**src/rtl/lje_pkg.sv**
```systemverilog
// Package for the Lennard-Jones probe energy unit: job type, codes and the
// mixed-parameter ROM. Used by the top, front, queue and back modules; depends on nothing.
`default_nettype none
package lje_pkg;
	localparam int QUEUE_DEPTH = 4;
	localparam int ELEMENT_CLASSES = 8;
	localparam int CFG_WIDTH = 39;
	localparam int POT_WIDTH = 48;
	localparam logic [POT_WIDTH-1:0] E_MAX = 48'h7FFF_FFFF_FFFF;
	localparam logic [CFG_WIDTH-1:0] EXIT_THRESHOLD_RESET = 39'd256000;
	localparam logic [CFG_WIDTH-1:0] COINCIDENT_RESET = 39'd256000000000;

	localparam logic OP_START = 1'b0;
	localparam logic REG_EXIT_THRESHOLD = 1'b0;
	localparam logic REG_COINCIDENT = 1'b1;

	localparam logic [1:0] ST_FULL = 2'd0;
	localparam logic [1:0] ST_EXIT = 2'd1;
	localparam logic [1:0] ST_COINC = 2'd2;

	localparam logic [2:0] CLASS_DEFAULT = 3'd7;

	typedef struct packed {
		logic        start;
		logic        last;
		logic [2:0]  cls;
		logic [63:0] r2;
	} job_t;

	function automatic logic [29:0] sig2_rom(input logic [2:0] c);
		logic [29:0] v;
		case (c)
			3'd0:    v = 30'd497228632;
			3'd1:    v = 30'd435007441;
			3'd2:    v = 30'd475549785;
			3'd3:    v = 30'd374403305;
			3'd4:    v = 30'd621009590;
			3'd5:    v = 30'd380770594;
			3'd6:    v = 30'd293138229;
			default: v = 30'd497228632;
		endcase
		return v;
	endfunction

	function automatic logic [16:0] eps4_rom(input logic [2:0] c);
		logic [16:0] v;
		case (c)
			3'd0:    v = 17'd59307;
			3'd1:    v = 17'd86817;
			3'd2:    v = 17'd67248;
			3'd3:    v = 17'd43408;
			3'd4:    v = 17'd65353;
			3'd5:    v = 17'd88252;
			3'd6:    v = 17'd54908;
			default: v = 17'd79253;
		endcase
		return v;
	endfunction
endpackage
`default_nettype wire

```
**src/rtl/lje_front.sv**
```systemverilog
// Front of the probe energy unit: takes items, holds the probe and forms r^2.
// Depends on lje_pkg; feeds lje_fifo.
`default_nettype none
module lje_front #(
	parameter int COORD_WIDTH = 32
) (
	input  wire logic                          clk,
	input  wire logic                          arst_n,
	input  wire logic                          in_valid,
	output logic                               in_ready,
	input  wire logic                          op,
	input  wire logic signed [COORD_WIDTH-1:0] x,
	input  wire logic signed [COORD_WIDTH-1:0] y,
	input  wire logic signed [COORD_WIDTH-1:0] z,
	input  wire logic [2:0]                    cls,
	input  wire logic                          last,
	output logic                               push,
	input  wire logic                          full,
	output lje_pkg::job_t                      job
);
	localparam int CW = COORD_WIDTH;
	localparam int EW = (CW + 1 > 33) ? CW + 1 : 33;

	typedef enum logic [3:0] {
		F_IDLE = 4'b0001,
		F_DIFF = 4'b0010,
		F_SQ   = 4'b0100,
		F_PUSH = 4'b1000
	} fst_t;

	fst_t                   state_q;
	logic signed [CW-1:0]   probe_q [3];
	logic signed [CW-1:0]   coord_q [3];
	logic [31:0]            mag_q [3];
	logic                   big_q [3];
	logic [1:0]             axis_q;
	logic [63:0]            r2_q;
	logic                   start_q;
	logic                   last_q;
	logic [2:0]             cls_q;

	logic signed [CW:0]     diff [3];
	logic [EW-1:0]          absd [3];
	logic [63:0]            sq;
	logic [64:0]            sum;

	always_comb begin
		for (int i = 0; i < 3; i++) begin
			diff[i] = {coord_q[i][CW-1], coord_q[i]} - {probe_q[i][CW-1], probe_q[i]};
			absd[i] = EW'(diff[i][CW] ? $unsigned(-diff[i]) : $unsigned(diff[i]));
		end
		sq  = big_q[axis_q] ? '1 : {32'b0, mag_q[axis_q]} * {32'b0, mag_q[axis_q]};
		sum = {1'b0, r2_q} + {1'b0, sq};
	end

	assign in_ready = (state_q == F_IDLE);
	assign push     = (state_q == F_PUSH);
	assign job      = '{start: start_q, last: last_q, cls: cls_q, r2: r2_q};

	always_ff @(posedge clk) begin
		case (state_q)
			F_IDLE: begin
				coord_q[0] <= x;
				coord_q[1] <= y;
				coord_q[2] <= z;
				start_q    <= (op == lje_pkg::OP_START);
				last_q     <= last;
				cls_q      <= cls;
				r2_q       <= '0;
				axis_q     <= '0;
			end
			F_DIFF: begin
				for (int i = 0; i < 3; i++) begin
					mag_q[i] <= absd[i][31:0];
					big_q[i] <= |absd[i][EW-1:32];
				end
			end
			F_SQ: begin
				r2_q   <= sum[64] ? '1 : sum[63:0];
				axis_q <= axis_q + 1'b1;
			end
			default: begin
			end
		endcase
	end

	always_ff @(posedge clk or negedge arst_n) begin
		if (!arst_n) begin
			state_q <= F_IDLE;
			for (int i = 0; i < 3; i++) probe_q[i] <= '0;
		end else begin
			case (state_q)
				F_IDLE: begin
					if (in_valid) begin
						if (op == lje_pkg::OP_START) begin
							probe_q[0] <= x;
							probe_q[1] <= y;
							probe_q[2] <= z;
							state_q    <= F_PUSH;
						end else begin
							state_q <= F_DIFF;
						end
					end
				end
				F_DIFF:  state_q <= F_SQ;
				F_SQ:    if (axis_q == 2'd2) state_q <= F_PUSH;
				F_PUSH:  if (!full) state_q <= F_IDLE;
				default: state_q <= F_IDLE;
			endcase
		end
	end
endmodule
`default_nettype wire

```
**config.mk**
```make
export PLATFORM = sky130hd
export DESIGN_NAME = lje_front
export DESIGN_NICKNAME = d
export VERILOG_FILES = /design/src/rtl/lje_pkg.sv /design/src/rtl/lje_front.sv
export SDC_FILE = /design/constraint.sdc
export NUM_CORES = 2
export LEC_CHECK = 0
export ABC_AREA = 1
export BUFFER_PORTS_ARGS = -buffer_cell sky130_fd_sc_hd__buf_2
export CAP_MARGIN = 10
export CELL_PAD_IN_SITES_DETAIL_PLACEMENT = 1
export CELL_PAD_IN_SITES_GLOBAL_PLACEMENT = 1
export CORE_MARGIN = 4
export CORE_UTILIZATION = 45
export CTS_BUF_LIST = sky130_fd_sc_hd__clkbuf_8
export DETAILED_ROUTE_END_ITERATION = 8
export PLACE_DENSITY = 0.76
export SLEW_MARGIN = 20
export SYNTH_ARGS = -nofsm -noshare
export SYNTH_HDL_FRONTEND = slang
export SYNTH_SLANG_ARGS = --single-unit
```
**constraint.sdc**
```tcl
create_clock -name clk -period 11.3 [get_ports clk]
set_input_delay 0.565 -clock clk [delete_from_list [all_inputs] [get_ports clk]]
set_output_delay 0.565 -clock clk [all_outputs]
set_load 0.01 [all_outputs]
```
After elaboration in Yosys (flattened, before gate mapping)
Memory sizes are Yosys's and may differ from the RTL's. A register that Yosys moved wholly into a read port is not among the register bits.
Cells that the tools add are included.
{ "totals": {"reg_bits": 171, "ram_bits": 195, "inputBits": 105, "output_inout_bits": 71, "memories": 3} }
{ "op_classes": {"addsub": 8, "mul": 1, "n_eq_ne": 8, "mux": 18, "bitwise_logic": 1, "n_reduce_logical": 3} }
{ "memory_table": {"columns": ["name", "depth", "width", "read_ports", "rd_clocked_by_memory_dff", "wr", "line", "source"], "rows": [
  ["coord_q", 3, 32, 3, 0, 3, "lje_front.sv:33", "logic signed [CW-1:0] coord_q [3];"],
  ["mag_q", 3, 32, 1, 1, 3, "lje_front.sv:34", "logic [31:0] mag_q [3];"],
  ["big_q", 3, 1, 1, 1, 3, "lje_front.sv:35", "logic big_q [3];"]
]} }
{ "op_table": {"columns": ["cell", "count"], "rows": [
  ["$mux 64", 2],
  ["$pmux 64 s2", 1],
  ["$mux 33", 3],
  ["$neg 33->33", 3],
  ["$sub 32x32->33", 3],
  ["$add 64x64->65", 1],
  ["$mul 32x32->64", 1],
  ["$mux 4", 4],
  ["$pmux 4 s4", 1],
  ["$ne 2x2->1 const B", 3],
  ["$reduce_and 3->1", 2],
  ["$eq 4x1->1 const B", 1],
  ["$eq 4x2->1 const B", 1],
  ["$eq 4x3->1 const B", 1],
  ["$eq 4x4->1 const B", 1],
  ["$mux 1", 4],
  ["$mux 2", 2],
  ["$pmux 2 s2", 1],
  ["$add 2x1->2 const B", 1],
  ["$eq 2x2->1 const B", 1],
  ["$reduce_bool 2->1", 1],
  ["$not 1->1", 1]
]} }

Depth between registers and ports, before layout
{ "logic_depth": {"depth_word": 5, "mapped_depth": 52} }

Least setup slack after synthesis
No wires, ideal clock.
{ "synth_timing": {"path_type": "flip-flop to flip-flop", "startpoint": "register with a tool-made name", "endpoint": "register r2_q[50], data pin", "setup_time_ns": 0.249, "arrival_time_ns": 8.762, "t_required_ns": 11.051, "slack_ns": 2.289, "stages_incl_launch_ff": 45, "period_less_slack_ns": 9.011, "cell_sequence": "dfxtp_1 > clkbuf_2 > or2_2 > o211ai_1 > o21ai_2 > inv_1 > clkbuf_1 > nor2_1 > fa_1 > inv_1 > fa_1 > inv_1 > fa_1 > inv_1 > fa_1 > inv_1 > fa_1 > fa_1 > (+9 left out) > a221oi_1 > nand2_1 > nand2_1 > nand3_1 > ha_1 > a21oi_1 > inv_1 > a21oi_1 > o21ai_0 > nand2_1 > nand4_1 > a21oi_1 > nand2_4 > inv_4 > buf_6 > nand3_1 > nand2_1 > inv_1"} }
{ "synth_lines": {"columns": ["item", "line", "source"], "rows": [
  ["to (signal assigned)", "lje_front.sv:79", "r2_q <= sum[64] ? '1 : sum[63:0];"],
  ["to (decl)", "lje_front.sv:37", "logic [63:0] r2_q;"]
]} }

==> flow_summary_export.csv <==
group,metric,value,unit
cells_and_area,instances_no_fill,9793,
clock_tree,cts_tree,"built",
global_route,grt_overflow_total,0,
route,drt_wl_total,210000,um
worst_setup_path,reg2reg_slack,0.45,ns
timing,hold_viol,0,
clock_tree,root_buffer,"clkbuf_8",
route,antenna_left,0,
placed_design,globalplace.congestion,0.960,
timing,rsz0062_at_grt,"no",
floorplanning,fp.dieH,368,um
floorplanning,start_util,0.455,
worst_setup_path,cpLargestDelayFamily,"adder cells",
synthesis,synth_cell_types,58,
floorplanning,die_w,368,um
clock_tree,cts_buffers,71,
worst_setup_path,slowest_delay,0.70,ns
route,viasPerCell,5.26,
timing,hold_ws,0.0839,ns
clock_tree,htreeDepth,3,
floorplanning,coreArea,128000,um^2
floorplanning,rows,131,
timing,min_period_over_period,0.960,
synthesis,synth_nets,8999,
cells_and_area,nFillCells,16100,
global_route,first_global_vias,57200,
worst_setup_path,cp-start-kind,"flop",
worst_setup_path,crit_type,"flop to flop",
timing,min_period,10.85,ns
global_route,gr-usage-all-layers,0.313,
route,drc,0,
placed_design,placed_cells,9546,
clock_tree,clk_latency,0.78,ns
route,first_pass_iters,5,
synthesis,ys.flop_type,"edfxtp_1",
synthesis,syn_inst,7634,
synthesis,avgSynthCellArea,7.66,um^2
global_route,antenna_found_initial,4,
synthesis,synth-seq-cells,368,
worst_setup_path,cp.arrival,11.36,ns
worst_setup_path,end_kind,"flop",
run_status,status,"finished clean",
route,vias,51500,
clock_tree,clock-sinks,368,
worst_setup_path,crit_path_frequent_cell,"fa_1",
global_route,grt_pass1_wl,328000,um
synthesis,synth-async-reset-ratio,0.272,
worst_setup_path,crit_required,11.80,ns
timing,timing.setup.tns,0,ns
route,wl_per_cell,21.4,um
hold_path,hp-class,"input port to flop",
cells_and_area,drive_gt1_frac,0.0823,
synthesis,ys_seq_area_frac,0.180,
placed_design,dp_hpwl,175000,um
synthesis,syn_area,58400,um^2
timing,drv_slew,0,
global_route,grt_max_degree,150,
synthesis,synth_edf_count,266,
worst_setup_path,cp_num_buf_inv,10,
synthesis,yosysWarnings,0,
floorplanning,dieArea,136000,um^2
cells_and_area,nets,9368,
placed_design,io_buffers,175,
timing,relSlewSlack,0.309,
run,cap_violations,0,
floorplanning,ios,176,
timing,fmax,92.1,MHz
route,drtIter0Drc,3612,
cells_and_area,syn_to_final_growth,11.0,%
timing,skew,0.0604,ns
worst_setup_path,slowest_stage,"fa_1",
clock_tree,cts_buffer_depth,3,
timing,setup_viol,0,
timing,worst_pin_slew,1.04,ns
clock_tree,clk_pin_slew,0.06,ns
worst_setup_path,crit_fanout,17,
==> repair_timing <==
action | 4_1_cts | 5_1_grt
resized for setup | 0 | 23
buffers inserted | 0 | 11
endpoints found under the hold margin | 160 | 0
hold buffers | 102 | 0
setup endpoints to repair | 0 | 64
==> per-stage QoR <==
stage                     setup WS [ns]   util  cell area, um^2
after global routing             0.0221  0.506            64900
after CTS                         0.245  0.504            64700
after global placement            0.418  0.484            62100
after floorplan                    2.29      -            58400
after detailed placement          0.280  0.484            62100
final                             0.448  0.506            64900
==> sequential cells by signal (all words and copies together) (netlist names), named ones only <==
name and count:
state_q 4, coord_q 96, big_q 3, cls_q 3, probe_q 96, axis_q 2
r2_q 64, mag_q 96, start_q 1, last_q 1
==> cell families (layout without fill, tap and decap cells) <==
| group | Yosys count | in the layout | share of synthesized area |
|---|---|---|---|
| other | 0 | 4 | 0 |
| adders and majority gates | 1260 | 1260 | 0.372 |
| AOI/OAI and AO/OA | 783 | 783 | 0.0761 |
| DFF | 368 | 368 | 0.180 |
| xor gates and xnor gates | 159 | 159 | 0.0238 |
| and+or+nand+nor | 2979 | 2979 | 0.212 |
| muxes | 3 | 3 | 0.000578 |
| buffers and inverters | 2082 | 2508 | 0.135 |
==> worst register-to-register path: cells and delay by family, from the launching register on <==
family / cells / cell delay [ns]
xor gates and xnor gates: 1 / 0.19
AOI/OAI and AO/OA: 8 / 2.31
adders and majority gates: 10 / 4.88
DFF: 1 / 0.45
buffers and inverters: 10 / 1.55
and+or+nand+nor: 9 / 1.22
==> layout make-up <==
type	instances	area [um^2]	share of cell area
inverter	1940	7320	0.113
antenna	4	10.0	0.000154
timing repair buffer	438	3260	0.0502
sequential	368	10500	0.162
clock inverter	50	450	0.00694
tap	1729	2160	0.0333
clock buffer	80	1100	0.0170
multi-input combinational	5184	40100	0.617
==> metal layers <==
layer  track usage  part of all wire
met1         0.402              0.42
met5             0                 0
met3        0.0491             0.064
met4         0.121             0.044
met2         0.530              0.47
==> placed cells by master (no fill, tap or decap), types with 27 or more instances in the layout <==
cell type      count
a21o_1            39
a21oi_1          385
buf_2            174
buf_4            150
clkbuf_8          80
dfrtp_1           99
dlygate4sd3_1    102
edfxtp_1         266
fa_1             796
ha_1             463
inv_1           1919
inv_2             27
nand2_1         1470
nand2_2           38
nand3_1          287
nand4_1           56
nor2_1           935
nor2_2            30
nor3_1            40
o211ai_1          38
o21ai_0          164
o21bai_1          37
or2_2             51
xnor2_1           50
xor2_1           109
==> Yosys cell counts (6+ instances only) <==
cell type  number  area [um^2]
a21o_1         39          293
a31oi_1        22          138
o211ai_1       38          285
dfrtp_1        99         2480
xnor2_1        50          438
nor2_2         25          156
xor2_1        109          955
nand3_1       288         1440
o21ai_1        15         75.1
nand2_2        38          238
o21ai_2        18          158
or2_2          51          319
ha_1          464         5810
buf_2          29          145
fa_1          796        15900
nand2_1      1470         5520
nand3_2         8         80.1
nor4_1          7         43.8
nand4_1        56          350
clkbuf_1       85          319
buf_1          16         60.1
nor2_1        940         3530
o21a_1         13         97.6
and3_1          6         37.5
a21boi_0       12         90.1
clkinv_1       12         45.0
nor3_1         41          205
edfxtp_1      266         7990
buf_6           6         67.6
o21ai_0       178          891
inv_2          27          101
o21bai_1       37          278
a31o_2          8         70.1
nand3b_1       22          165
inv_1        1900         7130
a21oi_1       386         1930
nor2_4          6         67.6
==> path summary, 6_finish.rpt <==
check | start | to | cells after the start
min in group asynchronous | arst_n | probe_q[35] | 2
max reg2reg | flop | r2_q[57] | 38
max | flop | r2_q[57] | 38
min reg2reg | probe_q[64] | probe_q[64] | 1
min | op | state_q[1] | 3
max in group asynchronous | arst_n | state_q[2] | 3
Power is not shown: default switching activity piles up to over one toggle a cycle in this logic, so the estimate is an artifact.
