## src/rtl/lje_pkg.sv

```systemverilog
// Package for the Lennard-Jones probe energy unit: job type, codes and the
// mixed-parameter ROM. Used by the top, front, queue and back modules; depends on nothing.
`default_nettype none
package lje_pkg;
	localparam int QUEUE_DEPTH = 4;
	localparam int ELEMENT_CLASSES = 8;
	localparam int CFG_WIDTH = 39;
	localparam int POT_WIDTH = 48;
	localparam logic [POT_WIDTH-1:0] E_MAX = 48'h7FFF_FFFF_FFFF;
	localparam logic [CFG_WIDTH-1:0] EXIT_THRESHOLD_RESET = 39'd256000;
	localparam logic [CFG_WIDTH-1:0] COINCIDENT_RESET = 39'd256000000000;

	localparam logic OP_START = 1'b0;
	localparam logic REG_EXIT_THRESHOLD = 1'b0;
	localparam logic REG_COINCIDENT = 1'b1;

	localparam logic [1:0] ST_FULL = 2'd0;
	localparam logic [1:0] ST_EXIT = 2'd1;
	localparam logic [1:0] ST_COINC = 2'd2;

	localparam logic [2:0] CLASS_DEFAULT = 3'd7;

	typedef struct packed {
		logic        start;
		logic        last;
		logic [2:0]  cls;
		logic [63:0] r2;
	} job_t;

	function automatic logic [29:0] sig2_rom(input logic [2:0] c);
		logic [29:0] v;
		case (c)
			3'd0:    v = 30'd497228632;
			3'd1:    v = 30'd435007441;
			3'd2:    v = 30'd475549785;
			3'd3:    v = 30'd374403305;
			3'd4:    v = 30'd621009590;
			3'd5:    v = 30'd380770594;
			3'd6:    v = 30'd293138229;
			default: v = 30'd497228632;
		endcase
		return v;
	endfunction

	function automatic logic [16:0] eps4_rom(input logic [2:0] c);
		logic [16:0] v;
		case (c)
			3'd0:    v = 17'd59307;
			3'd1:    v = 17'd86817;
			3'd2:    v = 17'd67248;
			3'd3:    v = 17'd43408;
			3'd4:    v = 17'd65353;
			3'd5:    v = 17'd88252;
			3'd6:    v = 17'd54908;
			default: v = 17'd79253;
		endcase
		return v;
	endfunction
endpackage
`default_nettype wire

```

## src/rtl/lje_fifo.sv

```systemverilog
// Job queue between front and back of the probe energy unit.
// Depends on lje_pkg for the job type and depth.
`default_nettype none
module lje_fifo (
	input  wire logic          clk,
	input  wire logic          arst_n,
	input  wire logic          push,
	input  wire lje_pkg::job_t din,
	output logic               full,
	input  wire logic          pop,
	output logic               valid,
	output lje_pkg::job_t      dout
);
	localparam int AW = $clog2(lje_pkg::QUEUE_DEPTH);

	lje_pkg::job_t      mem_q [lje_pkg::QUEUE_DEPTH];
	logic [AW-1:0]      wr_q;
	logic [AW-1:0]      rd_q;
	logic [AW:0]        cnt_q;

	assign full  = (cnt_q == (AW+1)'(lje_pkg::QUEUE_DEPTH));
	assign valid = (cnt_q != '0);
	assign dout  = mem_q[rd_q];

	always_ff @(posedge clk) begin
		if (push && !full) begin
			mem_q[wr_q] <= din;
		end
	end

	always_ff @(posedge clk or negedge arst_n) begin
		if (!arst_n) begin
			wr_q  <= '0;
			rd_q  <= '0;
			cnt_q <= '0;
		end else begin
			if (push && !full) begin
				wr_q <= (wr_q == AW'(lje_pkg::QUEUE_DEPTH - 1)) ? '0 : wr_q + 1'b1;
			end
			if (pop && valid) begin
				rd_q <= (rd_q == AW'(lje_pkg::QUEUE_DEPTH - 1)) ? '0 : rd_q + 1'b1;
			end
			cnt_q <= cnt_q + (AW+1)'(push && !full) - (AW+1)'(pop && valid);
		end
	end
endmodule
`default_nettype wire

```

## config.mk

```make
export PLATFORM = sky130hd
export DESIGN_NAME = lje_fifo
export DESIGN_NICKNAME = d
export VERILOG_FILES = /design/src/rtl/lje_pkg.sv /design/src/rtl/lje_fifo.sv
export SDC_FILE = /design/constraint.sdc
export NUM_CORES = 1
export LEC_CHECK = 0
export ABC_CLOCK_PERIOD_IN_PS = 3000
export BUFFER_PORTS_ARGS = -buffer_cell sky130_fd_sc_hd__buf_2
export CORE_MARGIN = 2
export CORE_UTILIZATION = 30
export CTS_CLUSTER_SIZE = 40
export DETAILED_ROUTE_END_ITERATION = 10
export GPL_ROUTABILITY_DRIVEN = 0
export HOLD_SLACK_MARGIN = 0.15
export PLACE_DENSITY = 0.58
export SYNTH_ARGS = -nofsm -noshare
export SYNTH_HDL_FRONTEND = slang
export SYNTH_SLANG_ARGS = --single-unit
```

## constraint.sdc

```tcl
create_clock -name clk -period 3 [get_ports clk]
set_input_delay 0.45 -clock clk [delete_from_list [all_inputs] [get_ports clk]]
set_output_delay 0.45 -clock clk [all_outputs]
set_load 0.005 [all_outputs]
```

After elaboration in Yosys (flattened, before gate mapping)
Memories as Yosys holds them, arrays and structs flattened.
Index checks and enable logic that the tools add are counted.
- logic and storage cells: 19
- flip-flop bits (word level): 7
- output and inout port bits: 71
- memories: 1
- RAM bits: 276
- input bits: 73
- add/subtract/negate cells: 4
- equal/unequal tests: 3
- reduce and logical (&&, ||, !) cells: 4
- muxes and demuxes: 4
- memories (name ; depth ; width ; rd ports ; clocked after Yosys merged registers in ; write ports ; line ; source):
    mem_q ; 4 ; 69 ; 1 ; 0 ; 1 ; lje_fifo.sv:16 ; lje_pkg::job_t mem_q [lje_pkg::QUEUE_DEPTH];
- operators with widths (operator ; count):
    adder 2 x 1 -> 2 bit, second input constant ; 2
    equality test 2 bit, second input constant ; 2
    two-way mux 2 bit ; 2
    adder 3 x 1 -> 3 bit ; 1
    equality test 3 bit, second input constant ; 1
    nonzero test 3 bit ; 1
    subtractor 3 x 1 -> 3 bit ; 1
    logical AND 1 bit ; 2
    two-way mux 1 bit ; 2
    zero test 1 bit ; 1

Depth between registers and ports, before layout
Gate-level depths: netlist of run 1.
- word-level depth: 5
- gate-level depth with buffers: 10

Worst setup path after synthesis of run 1
Ideal clock, no wire load.
- kind: reg-to-reg
- start point: reg cnt_q[1]
- end point: reg cnt_q[2]
- data required time: 2873 ps
- slack: 831 ps
- stages on the path, launching flop included: 11
- data arrival time: 2042 ps
- period minus slack after synthesis: 2169 ps
- cells stage by stage: dfrtp_1 -> or3b_1 -> buf_2 -> nand2_1 -> ha_1 -> inv_1 -> ha_1 -> inv_1 -> fa_1 -> xnor2_1 -> xnor2_1
- word-level cells in the longest chain between the ends: 5
- elaborated cells on any way between the ends: 7
- classes of those cells: add/sub: 2; eq/ne: 1; reduce/logical: 4
- RTL lines (element ; line ; source):
    from (decl) ; lje_fifo.sv:19 ; logic [AW:0] cnt_q;
    from (signal assigned) ; lje_fifo.sv:43 ; cnt_q <= cnt_q + (AW+1)'(push && !full) - (AW+1)'(pop && valid);
    equality test 3 bit ; lje_fifo.sv:21 ; assign full = (cnt_q == (AW+1)'(lje_pkg::QUEUE_DEPTH));
    zero test 1 bit ; lje_fifo.sv:43 ;
    logical AND 1 bit ; lje_fifo.sv:43 ;
    adder 3 x 1 -> 3 bit ; lje_fifo.sv:43 ;
    subtractor 3 x 1 -> 3 bit * ; lje_fifo.sv:43 ;
Every way passes the cells marked *; elsewhere a longest branch is shown, timed or not.
A chain may end at the register's enable or synchronous reset.

==> results of run 1 <==
==> layout by cell type (no fill, tap or decap), drive strengths merged, types with 4 or more instances in the layout <==
master / n
and3: 4
clkbuf: 32
dfrtp: 7
inv: 12
bufinv: 9
mux4: 69
edfxtp: 276
ha: 7
dlygate4sd3: 70
buf: 160
clkinv: 10
==> what timing repair did <==
action                                  4_1_cts  5_1_grt
endpoints found under the hold margin       283        0
hold buffers                                 70        0
buffers inserted                              0        1
endpoints found under the setup margin        0       17
==> state kept, by name, indices dropped and copies added, names as in the netlist <==
register / count
mem_q: 276
cnt_q: 3
rd_q: 2
wr_q: 2
==> cell type report <==
class	count	share of cell area (%)
sequential	283	61.9
clock inverter	25	2.77
multi-input combinational	98	13.5
clock buffer	32	5.70
inverter	7	0.192
timing repair buffer	230	11.8
tap	455	4.16
==> routing by layer <==
metal	GRT usage, %	vias up	share of wire (%)
met2	20.8	128	52
met4	3.76	0	2.5
met1	13.7	2615	40
met5	0	-	0
met3	2.37	40	5.2
li1	-	2224	-
==> logic make-up (layout without fill, tap and decap cells) <==
family          after synthesis  after routing  share of synthesized area, %
xor+xnor                      2              2                         0.168
simple gates                 14             14                         0.982
buf+inv                      24            294                          1.50
compound gates                3              3                         0.228
fa+ha+maj                     8              8                          1.03
mux                          71             71                          15.1
flops                       283            283                          81.0
==> where the power goes <==
part	switching, mW	internal [mW]	leakage [nW]
sequential	0.399	5.21	2.61
clock	1.55	2.68	0.564
combinational	1.58	1.78	1.56
total	3.53	9.67	4.73
==> metrics by stage <==
stage	util [%]	setup slack, ns	area (um^2)	power [mW]	hold slack (ns)
floorplan	-	0.831	10400	7.59	0.154
global placement	34.3	0.638	11800	8.99	0.290
detailed placement	34.3	0.628	11800	9.09	0.296
CTS	39.7	0.00213	13700	13.5	0.232
global route	39.7	0.0115	13700	13.9	0.244
finish	39.7	0.175	13700	13.2	0.263
==> path summary, 6_finish.rpt <==
path,start,endpoint,slack (ns),depth (start not counted)
worst max-delay path,rd_q[0],dout[64],0.18,3
worst min-delay path,arst_n,rd_q[0],0.26,2
worst max register to register,cnt_q[1],cnt_q[2],0.67,9
worst min register to register,cnt_q[0],cnt_q[0],0.62,1
max in group asynchronous,arst_n,rd_q[1],2.56,2
min in group clk,push,wr_q[1],0.29,3
==> impl_metrics.toml, run 1 <==
[run_status]
status = "complete, no violations"

[synth]
synthTopCellsByArea = "edfxtp_1, mux4_2, dfrtp_1"
ys_ff_latch = 283
synth_top_area_cell = "edfxtp_1"
syn_inst = 405
synthesis.area_um2 = 10400
synth_top_flop_cell = "edfxtp_1"
seq_area_frac_synth_pct = 81.0
synth_common_cells = "edfxtp_1, mux4_2, buf_2"
synth_edf_count = 276
async_reset_ff_share_pct = 2.47
synth.distinct_cells = 25
avgSynthCellArea_um2 = 25.8
synth_top_area_share_pct = 79.3
yosysWarnings = 0
yosysMostFrequentCell = "edfxtp_1"
synth_nets = 486

[final_layout]
multi_input_area_um2 = 1840
fillers = 3077
final-seq-area_um2 = 8470
diodes = 0
nets = 732
drive_gt1_share_pct = 42.8
area_delta_synth_final_pct = 31.0
fin_cells = 1130

[route]
drc = 0
vias_per_cell = 4.43
wire_per_inst_um = 18.6
ant_nets = 0
vias = 5007
wl_um = 21000
firstDrtPassIters = 4
drt_iter0_drc = 247

[critical_path]
path_max_fanout = 27
end_kind = "output port"
worstSetupPathType = "reg2out"
worst_setup_path_start_kind = "flip-flop"
max_stage_delay_ns = 0.81
path_buf_inv = 2
arrival_ns = 2.37
cpMaxStageDelayCell = "dfrtp_4"
cp.required_ns = 2.55
path_cells = "buf_12, mux4_2, buf_2"
critPathTopFamily = "flip-flops"

[flow_run]
maxCapViolations = 0

[global_route]
grt_pass1_vias = 5610
grt_start_max_net_pins = 51
grt.total_usage_pct = 11.5
grt_pass1_wl_um = 32000
antenna_found_initial = 0
grt.overflow.total = 0

[sta]
hold_viol = 0
period_share_pct = 94.2
slew_viol_final = 0
timing.fmax_mhz = 354
worst_pin_slew_ns = 0.599
grt_setup_unrepaired = "false"
slew_headroom_pct = 60.1
fin_crit_ns = 2.82
finalSetupViolCount = 0
fin_tns_setup_ns = 0
clock_skew_ns = 0.0193

[clock_tree]
numCtsBuffers = 31
clock-root-buffer = "clkbuf_16"
cts_resized = 0
htree_num_levels = 1
clock_latency_ns = 0.57
clockBufferDepth = 3
path_clk_slew_ns = 0.06
cts_sinks = 283
cts_tree = "yes"

[hold_path]
hold_class = "in2async"

[die]
start_util_pct = 30.3
pin_count = 144
placementRows = 68
dieArea_um2 = 36300
die_h_um = 191
core_area_um2 = 34500
die_x_um = 191

[power_and_ir_drop]
ir_worst_vdd_mv = 0.483
power_density_nw_per_um2 = 964
power.leakage_nw = 4.73

[placement]
port_buffers = 143
placedCellCount = 1002
dp_hpwl_um = 12400
Note: power is estimated with default switching activity, not from simulation.
==> run 2: changes to the inputs <==
ABC_AREA = 1   (was unset)
==> impl_metrics.toml, run 2 <==
[run_status]
status = "complete, no violations"

[synth]
synthTopCellsByArea = "edfxtp_1, o211ai_2, nand2_1"
yosys.area_share.adder_pct = 0.892
synth_nets = 945
seq_area_frac_synth_pct = 70.2
synth_simple_gate_area_share_pct = 7.98
ys_ff_latch = 283
synth_edf_count = 276
synth_top_area_cell = "edfxtp_1"
muxShareOfSynthArea_pct = 0
yosysWarnings = 0
synth_top_area_share_pct = 68.7
synth_compound_area_share_pct = 12.0
synth.distinct_cells = 18
async_reset_ff_share_pct = 2.47
yosysMostFrequentCell = "edfxtp_1"
synthesis.area_um2 = 12100
synth_top_family_by_area = "compound AO/OA/AOI/OAI gates"
synthXorXnorAreaFrac_pct = 0
syn_inst = 864
synth_top_flop_cell = "edfxtp_1"
synth_common_cells = "edfxtp_1, nand2_1, inv_1"
avgSynthCellArea_um2 = 14.0

[critical_path]
critPathTopFamily = "flip-flops"
reg2reg_from = "cnt_q[1]"
cp_num_cells = 5
ff2ff_path_depth = 10
path_cells = "buf_12, nand2_1, o211ai_2, nand2_1, buf_2"
path_max_fanout = 68
worst_setup_path_start_kind = "flip-flop"
end_kind = "output port"
reg2reg_slack_ns = 0.73
crit_top_cell = "nand2_1"
path_buf_inv = 2
arrival_ns = 2.27
reg2reg_to = "cnt_q[2]"
worstSetupPathType = "reg2out"
max_stage_delay_ns = 0.82
setup.worst_path.end = "dout[31]"
cp.required_ns = 2.55
cpMaxStageDelayCell = "dfrtp_4"
critPathLaunch = "rd_q[0]"

[final_layout]
largest_register = "mem_q"
diodes = 0
nets = 1162
final_cell_mix = "edfxtp_1, nand2_1, inv_1"
area_delta_synth_final_pct = 23.6
final_common_cell = "edfxtp_1"
drive_gt1_share_pct = 29.2
fillers = 3800
largest_reg_flops = 276
largestRegisters = "mem_q x276, cnt_q x3"

[route]
wl_um = 24500
ant_nets = 0
vias = 6955
vias_per_cell = 4.26
drc = 0
wire_per_inst_um = 15.0
drt_iter0_drc = 264
firstDrtPassIters = 4

[clock_tree]
postCtsSetupBuffers = 0
cts_resized = 0
clockBufferDepth = 3
cts_sinks = 283
holdBufCountCts = 72
numCtsBuffers = 31
clock-root-buffer = "clkbuf_16"
cts_tree = "yes"
path_clk_slew_ns = 0.06
clock_latency_ns = 0.55
htree_num_levels = 1

[sta]
fin_tns_setup_ns = 0
fin_crit_ns = 2.72
clock_skew_ns = 0.0116
finalSetupViolCount = 0
timing.fmax_mhz = 368
slew_headroom_pct = 59.4
hold_viol = 0
worst_pin_slew_ns = 0.609
slew_viol_final = 0
hold_slack_ns = 0.259
grt_setup_unrepaired = "false"
period_share_pct = 90.6

[power_and_ir_drop]
ir_worst_vdd_mv = 0.744
power.leakage_nw = 5.88
power_density_nw_per_um2 = 923

[global_route]
antenna_found_initial = 0
grt_start_max_net_pins = 74
grt_pass1_vias = 7107
grt.total_usage_pct = 11.8
grt_pass1_wl_um = 38700
grt.overflow.total = 0

[die]
die_x_um = 204
placementRows = 73
pin_count = 144
start_util_pct = 30.3
die_h_um = 204
core_area_um2 = 39700
dieArea_um2 = 41800

[hold_path]
hold_class = "in2async"

[placement]
dp_hpwl_um = 13900
port_buffers = 143

[flow_run]
maxCapViolations = 0
-- run 2: cell count changes in the layout (fill, tap and decap cells not counted), sizes merged, moves of 4 or more --
cell,change
and3,-4
bufinv,-6
nand2,+222
nand3,+5
mux4,-69
inv,+144
o211ai,+137
nor2,+6
clkinv,+6
-- run 2: cells by family after synthesis --
group | count (synthesis)
buf+inv | 199
compound gates | 138
fa+ha+maj | 8
simple gates | 236
flops | 283
-- run 2: worst min path at each step --
stage / to / from / depth (start not counted) / slack [ns]
final: wr_q[1] / arst_n / 2 / 0.26
after global routing: wr_q[1] / arst_n / 2 / 0.25
after CTS: wr_q[1] / arst_n / 2 / 0.23
after detailed placement: wr_q[1] / arst_n / 1 / 0.30
after global placement: wr_q[1] / arst_n / 1 / 0.30
after floorplan: cnt_q[0] / arst_n / 0 / 0.15
-- run 2: area by class of cell --
class	instances	area, um^2	area share [%]
inverter	153	577	3.87
sequential	283	8470	56.8
multi-input combinational	382	2540	17.0
clock buffer	34	787	5.28
clock inverter	24	201	1.35
tap	525	657	4.41
timing repair buffer	230	1670	11.2
-- run 2: per-stage QoR --
stage          instance area [um^2]  std cells  setup WS [ns]  util, %  total power [mW]
2_1_floorplan                 12100        864          -1.12        -              8.91
6_report                      14900       1631          0.282     37.5              13.8
4_1_cts                       14900       1631          0.214     37.5              14.1
3_3_place_gp                  13200       1501          0.767     33.2              10.2
3_5_place_dp                  13200       1501          0.709     33.2              10.3
5_1_grt                       14900       1631         0.0915     37.5              14.7
-- run 2: where the power goes --
group	internal, mW	switching (mW)
logic	1.74	2.83
clock network	2.15	1.51
registers	5.20	0.320
-- run 2: metal layers --
metal  track usage [%]  vias up  share of wire, %  routed length, um
met5                 0        -                 0                  0
met4              3.57        0               2.3                558
met3              2.50       40               5.3               1290
met2              19.6      135                47              11500
met1              15.5     3350                45              11100
li1                  -     3430                 -                  -
