File: config.mk
export PLATFORM = sky130hd
export DESIGN_NAME = lje_back
export DESIGN_NICKNAME = d
export VERILOG_FILES = /design/src/rtl/lje_pkg.sv /design/src/rtl/lje_back.sv
export SDC_FILE = /design/constraint.sdc
export NUM_CORES = 2
export LEC_CHECK = 0
export ABC_AREA = 1
export ABC_CLOCK_PERIOD_IN_PS = 31200
export BUFFER_PORTS_ARGS = -buffer_cell sky130_fd_sc_hd__buf_2
export CORE_ASPECT_RATIO = 0.9
export CORE_MARGIN = 3
export CORE_UTILIZATION = 40
export CTS_CLUSTER_DIAMETER = 150
export DETAILED_ROUTE_END_ITERATION = 8
export SETUP_SLACK_MARGIN = 0.5
export SLEW_MARGIN = 10
export SYNTH_ARGS = -nofsm -noshare
export SYNTH_HDL_FRONTEND = slang
export SYNTH_SLANG_ARGS = --single-unit
File: constraint.sdc
create_clock -name clk -period 31.2 [get_ports clk]
set_clock_uncertainty 0.1 [all_clocks]
set_input_delay 4.68 -clock clk [delete_from_list [all_inputs] [get_ports clk]]
set_output_delay 4.68 -clock clk [all_outputs]
set_load 0.02 [all_outputs]
File: src/rtl/lje_pkg.sv
// Package for the Lennard-Jones probe energy unit: job type, codes and the
// mixed-parameter ROM. Used by the top, front, queue and back modules; depends on nothing.
`default_nettype none
package lje_pkg;
	localparam int QUEUE_DEPTH = 4;
	localparam int ELEMENT_CLASSES = 8;
	localparam int CFG_WIDTH = 39;
	localparam int POT_WIDTH = 48;
	localparam logic [POT_WIDTH-1:0] E_MAX = 48'h7FFF_FFFF_FFFF;
	localparam logic [CFG_WIDTH-1:0] EXIT_THRESHOLD_RESET = 39'd256000;
	localparam logic [CFG_WIDTH-1:0] COINCIDENT_RESET = 39'd256000000000;

	localparam logic OP_START = 1'b0;
	localparam logic REG_EXIT_THRESHOLD = 1'b0;
	localparam logic REG_COINCIDENT = 1'b1;

	localparam logic [1:0] ST_FULL = 2'd0;
	localparam logic [1:0] ST_EXIT = 2'd1;
	localparam logic [1:0] ST_COINC = 2'd2;

	localparam logic [2:0] CLASS_DEFAULT = 3'd7;

	typedef struct packed {
		logic        start;
		logic        last;
		logic [2:0]  cls;
		logic [63:0] r2;
	} job_t;

	function automatic logic [29:0] sig2_rom(input logic [2:0] c);
		logic [29:0] v;
		case (c)
			3'd0:    v = 30'd497228632;
			3'd1:    v = 30'd435007441;
			3'd2:    v = 30'd475549785;
			3'd3:    v = 30'd374403305;
			3'd4:    v = 30'd621009590;
			3'd5:    v = 30'd380770594;
			3'd6:    v = 30'd293138229;
			default: v = 30'd497228632;
		endcase
		return v;
	endfunction

	function automatic logic [16:0] eps4_rom(input logic [2:0] c);
		logic [16:0] v;
		case (c)
			3'd0:    v = 17'd59307;
			3'd1:    v = 17'd86817;
			3'd2:    v = 17'd67248;
			3'd3:    v = 17'd43408;
			3'd4:    v = 17'd65353;
			3'd5:    v = 17'd88252;
			3'd6:    v = 17'd54908;
			default: v = 17'd79253;
		endcase
		return v;
	endfunction
endpackage
`default_nettype wire

File: src/rtl/lje_back.sv
// Back of the probe energy unit: divider, shared multiplier, sum and result.
// Depends on lje_pkg; drains lje_fifo.
`default_nettype none
module lje_back (
	input  wire logic                               clk,
	input  wire logic                               arst_n,
	input  wire logic                               job_valid,
	input  wire lje_pkg::job_t                      job,
	output logic                                    pop,
	input  wire logic [lje_pkg::CFG_WIDTH-1:0]      exit_threshold,
	input  wire logic [lje_pkg::CFG_WIDTH-1:0]      coincident_value,
	output logic                                    out_valid,
	input  wire logic                               out_ready,
	output logic [lje_pkg::POT_WIDTH-1:0]           potential,
	output logic [1:0]                              status
);
	typedef enum logic [6:0] {
		B_IDLE = 7'b0000001,
		B_EVAL = 7'b0000010,
		B_DIV  = 7'b0000100,
		B_MUL  = 7'b0001000,
		B_DIFF = 7'b0010000,
		B_SUM  = 7'b0100000,
		B_FIN  = 7'b1000000
	} bst_t;

	bst_t               state_q;
	lje_pkg::job_t      job_q;
	logic [63:0]        rem_q;
	logic [26:0]        nlo_q;
	logic [4:0]         cnt_q;
	logic [26:0]        q_q;
	logic [29:0]        q2_q;
	logic [35:0]        q4_q;
	logic [41:0]        q6_q;
	logic [59:0]        q12_q;
	logic [59:0]        diff_q;
	logic               neg_q;
	logic [52:0]        mag_q;
	logic               capped_q;
	logic [2:0]         step_q;
	logic [1:0]         pp_q;
	logic [127:0]       acc_q;
	logic signed [47:0] sum_q;
	logic               stopped_q;
	logic [1:0]         status_q;
	logic               out_valid_q;
	logic [47:0]        out_pot_q;
	logic [1:0]         out_st_q;

	logic [2:0]         cls_eff;
	logic [29:0]        sig2;
	logic               cap;
	logic [64:0]        trial;
	logic [64:0]        trial_sub;
	logic               ge;
	logic [63:0]        op_a;
	logic [63:0]        op_b;
	logic [31:0]        half_a;
	logic [31:0]        half_b;
	logic [63:0]        ppv;
	logic [127:0]       pp_sh;
	logic [127:0]       acc_nx;
	logic [47:0]        pmag;
	logic signed [48:0] pair;
	logic signed [48:0] s_raw;
	logic signed [47:0] s_cl;
	logic               emit;

	always_comb begin
		cls_eff = (32'(job_q.cls) >= lje_pkg::ELEMENT_CLASSES) ? lje_pkg::CLASS_DEFAULT
			: job_q.cls;
		sig2  = lje_pkg::sig2_rom(cls_eff);
		cap   = {37'b0, sig2, 24'b0} >= {job_q.r2, 27'b0};
		trial = {rem_q, nlo_q[cnt_q]};
		trial_sub = trial - {1'b0, job_q.r2};
		ge    = (trial >= {1'b0, job_q.r2});

		case (step_q)
			3'd0:    begin op_a = 64'(q_q);  op_b = 64'(q_q);  end
			3'd1:    begin op_a = 64'(q2_q); op_b = 64'(q2_q); end
			3'd2:    begin op_a = 64'(q4_q); op_b = 64'(q2_q); end
			3'd3:    begin op_a = 64'(q6_q); op_b = 64'(q6_q); end
			3'd4:    begin op_a = 64'(lje_pkg::eps4_rom(cls_eff)); op_b = 64'(diff_q); end
			default: begin op_a = '0; op_b = '0; end
		endcase
		half_a = pp_q[1] ? op_a[63:32] : op_a[31:0];
		half_b = pp_q[0] ? op_b[63:32] : op_b[31:0];
		ppv    = {32'b0, half_a} * {32'b0, half_b};
		case (pp_q)
			2'd0:    pp_sh = {64'b0, ppv};
			2'd3:    pp_sh = {ppv, 64'b0};
			default: pp_sh = {32'b0, ppv, 32'b0};
		endcase
		acc_nx = acc_q + pp_sh;

		pmag  = (mag_q > 53'(lje_pkg::E_MAX)) ? lje_pkg::E_MAX : mag_q[47:0];
		pair  = capped_q ? $signed({1'b0, lje_pkg::E_MAX})
			: (neg_q ? -$signed({1'b0, pmag}) : $signed({1'b0, pmag}));
		s_raw = {sum_q[47], sum_q} + pair;
		if (s_raw > $signed({1'b0, lje_pkg::E_MAX})) begin
			s_cl = $signed(lje_pkg::E_MAX);
		end else if (s_raw < -$signed({1'b0, lje_pkg::E_MAX})) begin
			s_cl = -$signed(lje_pkg::E_MAX);
		end else begin
			s_cl = s_raw[47:0];
		end

		emit = (state_q == B_FIN) && job_q.last && (!out_valid_q || out_ready);
	end

	assign pop       = (state_q == B_IDLE);
	assign out_valid = out_valid_q;
	assign potential = out_pot_q;
	assign status    = out_st_q;

	always_ff @(posedge clk) begin
		case (state_q)
			B_IDLE: job_q <= job;
			B_EVAL: begin
				rem_q    <= {37'b0, sig2[29:3]};
				nlo_q    <= {sig2[2:0], 24'b0};
				cnt_q    <= 5'd26;
				capped_q <= cap;
				step_q   <= '0;
				pp_q     <= '0;
				acc_q    <= '0;
			end
			B_DIV: begin
				rem_q <= ge ? trial_sub[63:0] : trial[63:0];
				q_q   <= {q_q[25:0], ge};
				cnt_q <= cnt_q - 1'b1;
			end
			B_MUL: begin
				pp_q <= pp_q + 1'b1;
				if (pp_q == 2'd3) begin
					acc_q  <= '0;
					step_q <= step_q + 1'b1;
					case (step_q)
						3'd0:    q2_q  <= acc_nx[24 +: 30];
						3'd1:    q4_q  <= acc_nx[24 +: 36];
						3'd2:    q6_q  <= acc_nx[24 +: 42];
						3'd3:    q12_q <= acc_nx[24 +: 60];
						default: mag_q <= acc_nx[24 +: 53];
					endcase
				end else begin
					acc_q <= acc_nx;
				end
			end
			B_DIFF: begin
				neg_q  <= q12_q < 60'(q6_q);
				diff_q <= (q12_q < 60'(q6_q)) ? 60'(q6_q) - q12_q : q12_q - 60'(q6_q);
			end
			default: begin
			end
		endcase
		if (emit) begin
			out_pot_q <= (status_q == lje_pkg::ST_COINC) ? 48'(coincident_value)
				: sum_q;
			out_st_q  <= status_q;
		end
	end

	always_ff @(posedge clk or negedge arst_n) begin
		if (!arst_n) begin
			state_q     <= B_IDLE;
			sum_q       <= '0;
			stopped_q   <= 1'b0;
			status_q    <= lje_pkg::ST_FULL;
			out_valid_q <= 1'b0;
		end else begin
			if (emit) begin
				out_valid_q <= 1'b1;
			end else if (out_ready) begin
				out_valid_q <= 1'b0;
			end
			case (state_q)
				B_IDLE: if (job_valid) state_q <= B_EVAL;
				B_EVAL: begin
					if (job_q.start) begin
						sum_q     <= '0;
						stopped_q <= 1'b0;
						status_q  <= lje_pkg::ST_FULL;
						state_q   <= B_FIN;
					end else if (stopped_q) begin
						state_q <= B_FIN;
					end else if (job_q.r2 == '0) begin
						status_q  <= lje_pkg::ST_COINC;
						stopped_q <= 1'b1;
						state_q   <= B_FIN;
					end else if (cap) begin
						state_q <= B_SUM;
					end else begin
						state_q <= B_DIV;
					end
				end
				B_DIV: if (cnt_q == '0) state_q <= B_MUL;
				B_MUL: begin
					if (pp_q == 2'd3) begin
						if (step_q == 3'd3) state_q <= B_DIFF;
						else if (step_q == 3'd4) state_q <= B_SUM;
					end
				end
				B_DIFF: state_q <= B_MUL;
				B_SUM: begin
					sum_q <= s_cl;
					if ($signed({s_cl[47], s_cl}) > $signed({10'b0, exit_threshold})) begin
						status_q  <= lje_pkg::ST_EXIT;
						stopped_q <= 1'b1;
					end
					state_q <= B_FIN;
				end
				B_FIN: begin
					if (!job_q.last) begin
						state_q <= B_IDLE;
					end else if (emit) begin
						sum_q     <= '0;
						stopped_q <= 1'b0;
						status_q  <= lje_pkg::ST_FULL;
						state_q   <= B_IDLE;
					end
				end
				default: state_q <= B_IDLE;
			endcase
		end
	end
endmodule
`default_nettype wire

-- Word level (Yosys, flattened, before mapping)
Index checks and enable logic that the tools add are counted.
- output and inout bits: 52
- bits in registers: 693
- logic and storage cells: 157
- multipliers: 1
- eq/ne operators: 30
- order comparisons: 8
- mux-type cells: 56
- bitwise gates (word level): 1
- reductions and logical operators: 25
- $add $sub $neg: 9
- operators with widths (cell ; number):
    $pmux W128 S2 ; 2
    $mux W48 ; 6
    $pmux W60 S4 ; 1
    $pmux W42 S5 ; 1
    $pmux W30 S6 ; 1
    $pmux W48 S3 ; 1
    $add A128 B128 Y128 ; 1
    $mux W128 ; 1
    $pmux W64 S2 ; 1
    $pmux W17 S7 ; 1
    $mux W49 ; 2
    $ge A54 B91 Y1 ; 1
    $mux W7 ; 10
    $ge A65 B64 Y1 ; 1
    $logic_not A64 Y1 ; 1
    $mul A32 B32 Y64 ; 1
    $mux W32 ; 2
    $mux W64 ; 1
    $sub A64 B64 Y64 ; 1
    $lt A60 B42 Y1 ; 1
    $mux W60 ; 1
    $sub A42 B60 Y60 ; 1
    $sub A60 B42 Y60 ; 1
    $gt A53 B47 Y1 const B ; 1
    50 further kinds ; 89

-- Depth between registers and ports, before layout
- depth after elaboration: 12
- mapped depth: 67
- mapped depth without buffers: 67

-- Worst setup path after synthesis
No wires, ideal clock.
- path kind: register -> output
- from: register state_q[0]
- to: output pop
- arrival time: 7.765 ns
- required time: 26.420 ns
- stages on the path, launching flop included: 3
- slack: 18.655 ns
- path through: dfstp_2 inv_1 nor4_1
- cells in the longest elaborated chain, start to end: 1
- ends and longest elaborated chain (item ; RTL line ; text):
    start, declared ; lje_back.sv:27 ; bst_t state_q;
    start signal, assigned ; lje_back.sv:166 ; state_q <= B_IDLE;
    start signal, assigned ; lje_back.sv:178 ; B_IDLE: if (job_valid) state_q <= B_EVAL;
    start signal, assigned ; lje_back.sv:184 ; state_q <= B_FIN;
    $eq A7 B1 Y1 ; lje_back.sv:112 ; assign pop = (state_q == B_IDLE);
    end, declared ; lje_back.sv:9 ; output logic pop,
No other way between the ends.

-- Worst setup path in the final report
- from: register job_q (netlist bit cls_eff[0])
- to: register acc_q[81], data pin
- cells in the longest elaborated chain, start to end: 9
- ends and longest elaborated chain (item ; RTL line ; text):
    start, declared ; lje_back.sv:28 ; lje_pkg::job_t job_q;
    start signal, assigned ; lje_back.sv:119 ; B_IDLE: job_q <= job;
    $eq A3 B3 Y1, or another cell as far along ; lje_pkg.sv:47 ; case (c)
    $pmux W17 S7 * ; lje_pkg.sv:47 ;
    $pmux W42 S5 * ; lje_back.sv:79 ; case (step_q)
    $mux W32 * ; lje_back.sv:87 ; half_a = pp_q[1] ? op_a[63:32] : op_a[31:0];
    $mul A32 B32 Y64 * ; lje_back.sv:89 ; ppv = {32'b0, half_a} * {32'b0, half_b};
    $pmux W128 S2 * ; lje_back.sv:90 ; case (pp_q)
    $add A128 B128 Y128 * ; lje_back.sv:95 ; acc_nx = acc_q + pp_sh;
    net acc_nx[81] ; lje_back.sv:63 ; logic [127:0] acc_nx;
    $mux W128 * ; lje_back.sv:136 ; if (pp_q == 2'd3) begin
    $pmux W128 S2 * ; lje_back.sv:118 ; case (state_q)
    end signal, assigned ; lje_back.sv:147 ; acc_q <= acc_nx;
    end, declared ; lje_back.sv:43 ; logic [127:0] acc_q;
The timed path passes the listed nets; every way through them passes the cells marked *.
A chain may end at the register's enable or synchronous reset.

==> results by stage <==
Clock tree:
- The TritonCTS buffer count is 81.
- The TritonCTS clock tree is done.
- The clock latency reported for the late side of the worst-skew pair is 740 ps.
- The longest clock path from root to sink contains 3 buffers.
- The post-CTS resize count is 0.
- The level count of the clock H-tree is 3.
- The root buffer cell is clkbuf_16.
- The hold-fix buffer count after cts is 0.
- The number of clock sinks seen by CTS is 649.
- The count of buffers added by post-CTS timing repair for setup is 0.
- The clock-pin slew of the registers on the worst-case setup and hold paths is 60 ps.

Floorplan:
- The top-level port count is 203.
- Measured along the y axis, the die boundary spans 432.5 µm.
- The core area is 0.1996 mm².
- The initial utilization of the core area, before any placement, comes to 0.4051.
- The horizontal extent of the die is 479.9 µm.
- The floorplan step defined a die boundary enclosing 0.2075 mm².
- In this run the core area contains 155 standard-cell rows.

Setup path:
- The slowest stage of the critical path is the nor2_1 cell.
- For this run, the slowest stage of the critical path takes 860 ps.
- Among the stages of the critical path, the cell type that occurs most often is inv_1.
- Data arrives at the worst endpoint at 14990 ps.
- The worst setup path is captured at a flop.
- The setup path with the least slack is of type reg2reg.
- The worst setup path is launched from a flop.
- STA puts the critical path data required time at 31680 ps.
- The largest fanout on the critical path is 17.

Cells and area:
- Measured on the finished design, the core utilization comes to 0.4407.
- The finished layout holds 13.14k standard cells, fillers aside.
- The net count of the finished layout is 12.08k.
- Relative to the synthesized area, the layout overhead comes to 8.795%.
- The share of final-layout standard cells stronger than drive strength 1 is 0.05533.

Placement:
- Detailed placement ended at an HPWL of 255700 µm.
- The cell total after placement is 12.99k.
- The number of input and output port buffers inserted is 202.
- The global placer's final weighted congestion is 1.022.

Yosys:
- Of the synthesized area, sequential elements account for 0.2374.
- The number of storage elements in the synthesis netlist is 649.
- The count of warnings emitted by yosys is 0.
- The share of synthesized registers carrying an async set or reset is 0.09091.
- The synthesized netlist net count is 11.95k.
- The netlist uses 75 different library cells.
- The summed instance area of the synthesized netlist is 0.08084 mm².
- The most common flop cell mapped by yosys is edfxtp_1.
- In this run the mean area of a mapped cell was 7.868 µm².
- Synthesis produced 10.27k cells.
- The count of flip-flops with a built-in enable after synthesis is 590.

STA:
- The period utilization is 0.4650.
- The count of final hold-check violations came to 0.
- Headroom to the max-slew limit came out at 0.2057.
- Static timing analysis puts the maximum clock frequency at 68.92 MHz.
- The minimum period implied by the final worst setup slack is 14510 ps.
- The final number of setup-violating endpoints is 0.
- For the pin with the worst max-slew slack, the measured transition is 1183 ps.
- Setup repair after global routing left no endpoint under its margin.
- The max-slew violation count is 0.
- After routing, the total negative slack on setup checks comes to 0 ps.

Flow run:
- The reported max-cap violation count is 0.

Routing:
- The total wire length after detailed routing is 316400 µm.
- The initial detailed-routing violation count is 7913.
- The total iterations of the first detailed-routing run is 9.
- After detailed routing, the average wire length per cell comes to 24.08 µm.
- The count of unresolved DRC violations after routing is 0.
- The count of vias placed by the detailed router is 72.21k.
- In this run the remaining antenna-violating nets after routing total 0.
- Using the TritonRoute via totals, the vias-per-cell ratio works out to 5.496.

GRT:
- The number of antenna violations at the first check in global routing is 13.
- The first global-routing pass estimated 471400 µm of wire.
- The via count of the first global-routing pass is 72.95k.
- Entering global routing, the biggest net connects 70 pins.
- For this run, the total global-route usage over all layers was measured as 0.3046.
- The global route total overflow is 0.

Hold path:
- The path type of the worst min-delay path is reg2reg.

Run status:
- The flow ran to the end, and the final reports show no timing, DRC or antenna violations.
stage by stage:
step,hold slack [ps],area (µm²),worst slack [ps]
floorplan,326.4,80840,18660
global placement,329.4,85090,17010
CTS,336.5,87940,16970
detailed placement,337.2,85090,16990
global route,349.7,87940,15990
finish,342.5,87950,16690
synthesized netlist by cell type (42+ instances only):
| cell | count | share of area |
|---|---|---|
| inv_1 | 2157 | 0.10 |
| nand2_1 | 2020 | 0.094 |
| nor2_1 | 1262 | 0.059 |
| fa_1 | 901 | 0.22 |
| ha_1 | 623 | 0.096 |
| a21oi_1 | 607 | 0.038 |
| edfxtp_1 | 590 | 0.22 |
| o21ai_0 | 483 | 0.030 |
| nand3_1 | 289 | 0.018 |
| clkbuf_1 | 222 | 0.010 |
| xor2_1 | 113 | 0.012 |
| xnor2_1 | 112 | 0.012 |
| a31oi_1 | 88 | 0.0068 |
| nand4_1 | 85 | 0.0066 |
| nor3_1 | 62 | 0.0038 |
| dfrtp_1 | 58 | 0.018 |
| a22o_1 | 48 | 0.0052 |
| nor4_1 | 44 | 0.0034 |
| nand3b_1 | 42 | 0.0039 |
flip-flops by register name, summed over array words and instances (netlist names), 2 cells and up:
signal,flops
q4_q,36
mag_q,53
step_q,3
q2_q,30
sum_q,48
nlo_q,3
acc_q,84
cnt_q,5
potential,48
q_q,27
diff_q,60
cls_eff,3
state_q,7
job_q,66
rem_q,64
status,2
status_q,2
q6_q,42
q12_q,60
pp_q,2
layer usage:
layer,GRT usage,share of wire,vias up
met3,0.06508,0.099,636
met2,0.4606,0.43,3422
met5,0,0,-
met4,0.1282,0.050,0
li1,-,-,32610
met1,0.4220,0.42,35540
layout by cell type (no fill, tap or decap), types with 13 or more instances in the layout:
cell type	synthesis	layout
a211oi_1	16	16
a21boi_0	13	13
a21o_1	22	22
a21oi_1	607	607
a221oi_1	19	19
a22o_1	48	48
a31oi_1	88	88
buf_2	16	202
buf_4	2	121
bufinv_16	0	14
clkbuf_16	0	81
clkinv_1	31	38
dfrtp_1	58	58
edfxtp_1	590	590
fa_1	901	901
ha_1	623	623
inv_1	2157	2155
inv_2	21	24
nand2_1	2020	2018
nand3_1	289	289
nand3b_1	42	42
nand4_1	85	85
nor2_1	1262	1255
nor2_2	11	14
nor3_1	62	61
nor4_1	44	38
o211ai_1	33	33
o21a_1	41	41
o21ai_0	483	478
o21ai_1	22	22
o21bai_1	22	22
o221ai_1	21	21
o22ai_1	13	13
or2_2	22	22
xnor2_1	112	112
xor2_1	113	113
critical path: cells and delay by family, from the launching register on:
kind / cells / cell delay, ps
flops: 1 / 450
fa+ha+maj: 11 / 5130
xor+xnor: 1 / 230
compound gates: 14 / 3320
simple gates: 16 / 3060
buf+inv: 13 / 2070
final cells by class:
type / count / area, µm²
well taps: 2669 / 3339
diodes: 4 / 10.01
flip-flops and latches: 649 / 19190
repair buffers: 323 / 1919
multi-input cells: 7137 / 52340
inverters: 2210 / 8299
clock inverters: 56 / 787.0
fillers: 20150 / 111600
clock buffers: 90 / 2061
cells by family after synthesis:
family | count (synthesis) | synth area share
xor+xnor | 225 | 0.02438
simple gates | 3877 | 0.1950
flops | 649 | 0.2374
buf+inv | 2488 | 0.1169
mux | 9 | 0.001114
compound gates | 1502 | 0.1056
fa+ha+maj | 1524 | 0.3196
final timing paths:
check / from / endpoint / slack, ps / cells after the start
hold / removal: q_q[1] / q_q[2] / 340 / 0
setup reg to reg: cls_eff[0] / acc_q[81] / 16690 / 55
hold reg to reg: q_q[1] / q_q[2] / 340 / 0
min in group asynchronous: arst_n / sum_q[2] / 4020 / 2
max in group asynchronous: arst_n / state_q[4] / 26410 / 2
setup / recovery: cls_eff[0] / acc_q[81] / 16690 / 55
Power is not shown: default switching activity piles up to over one toggle a cycle in this logic, so the estimate is an artifact.
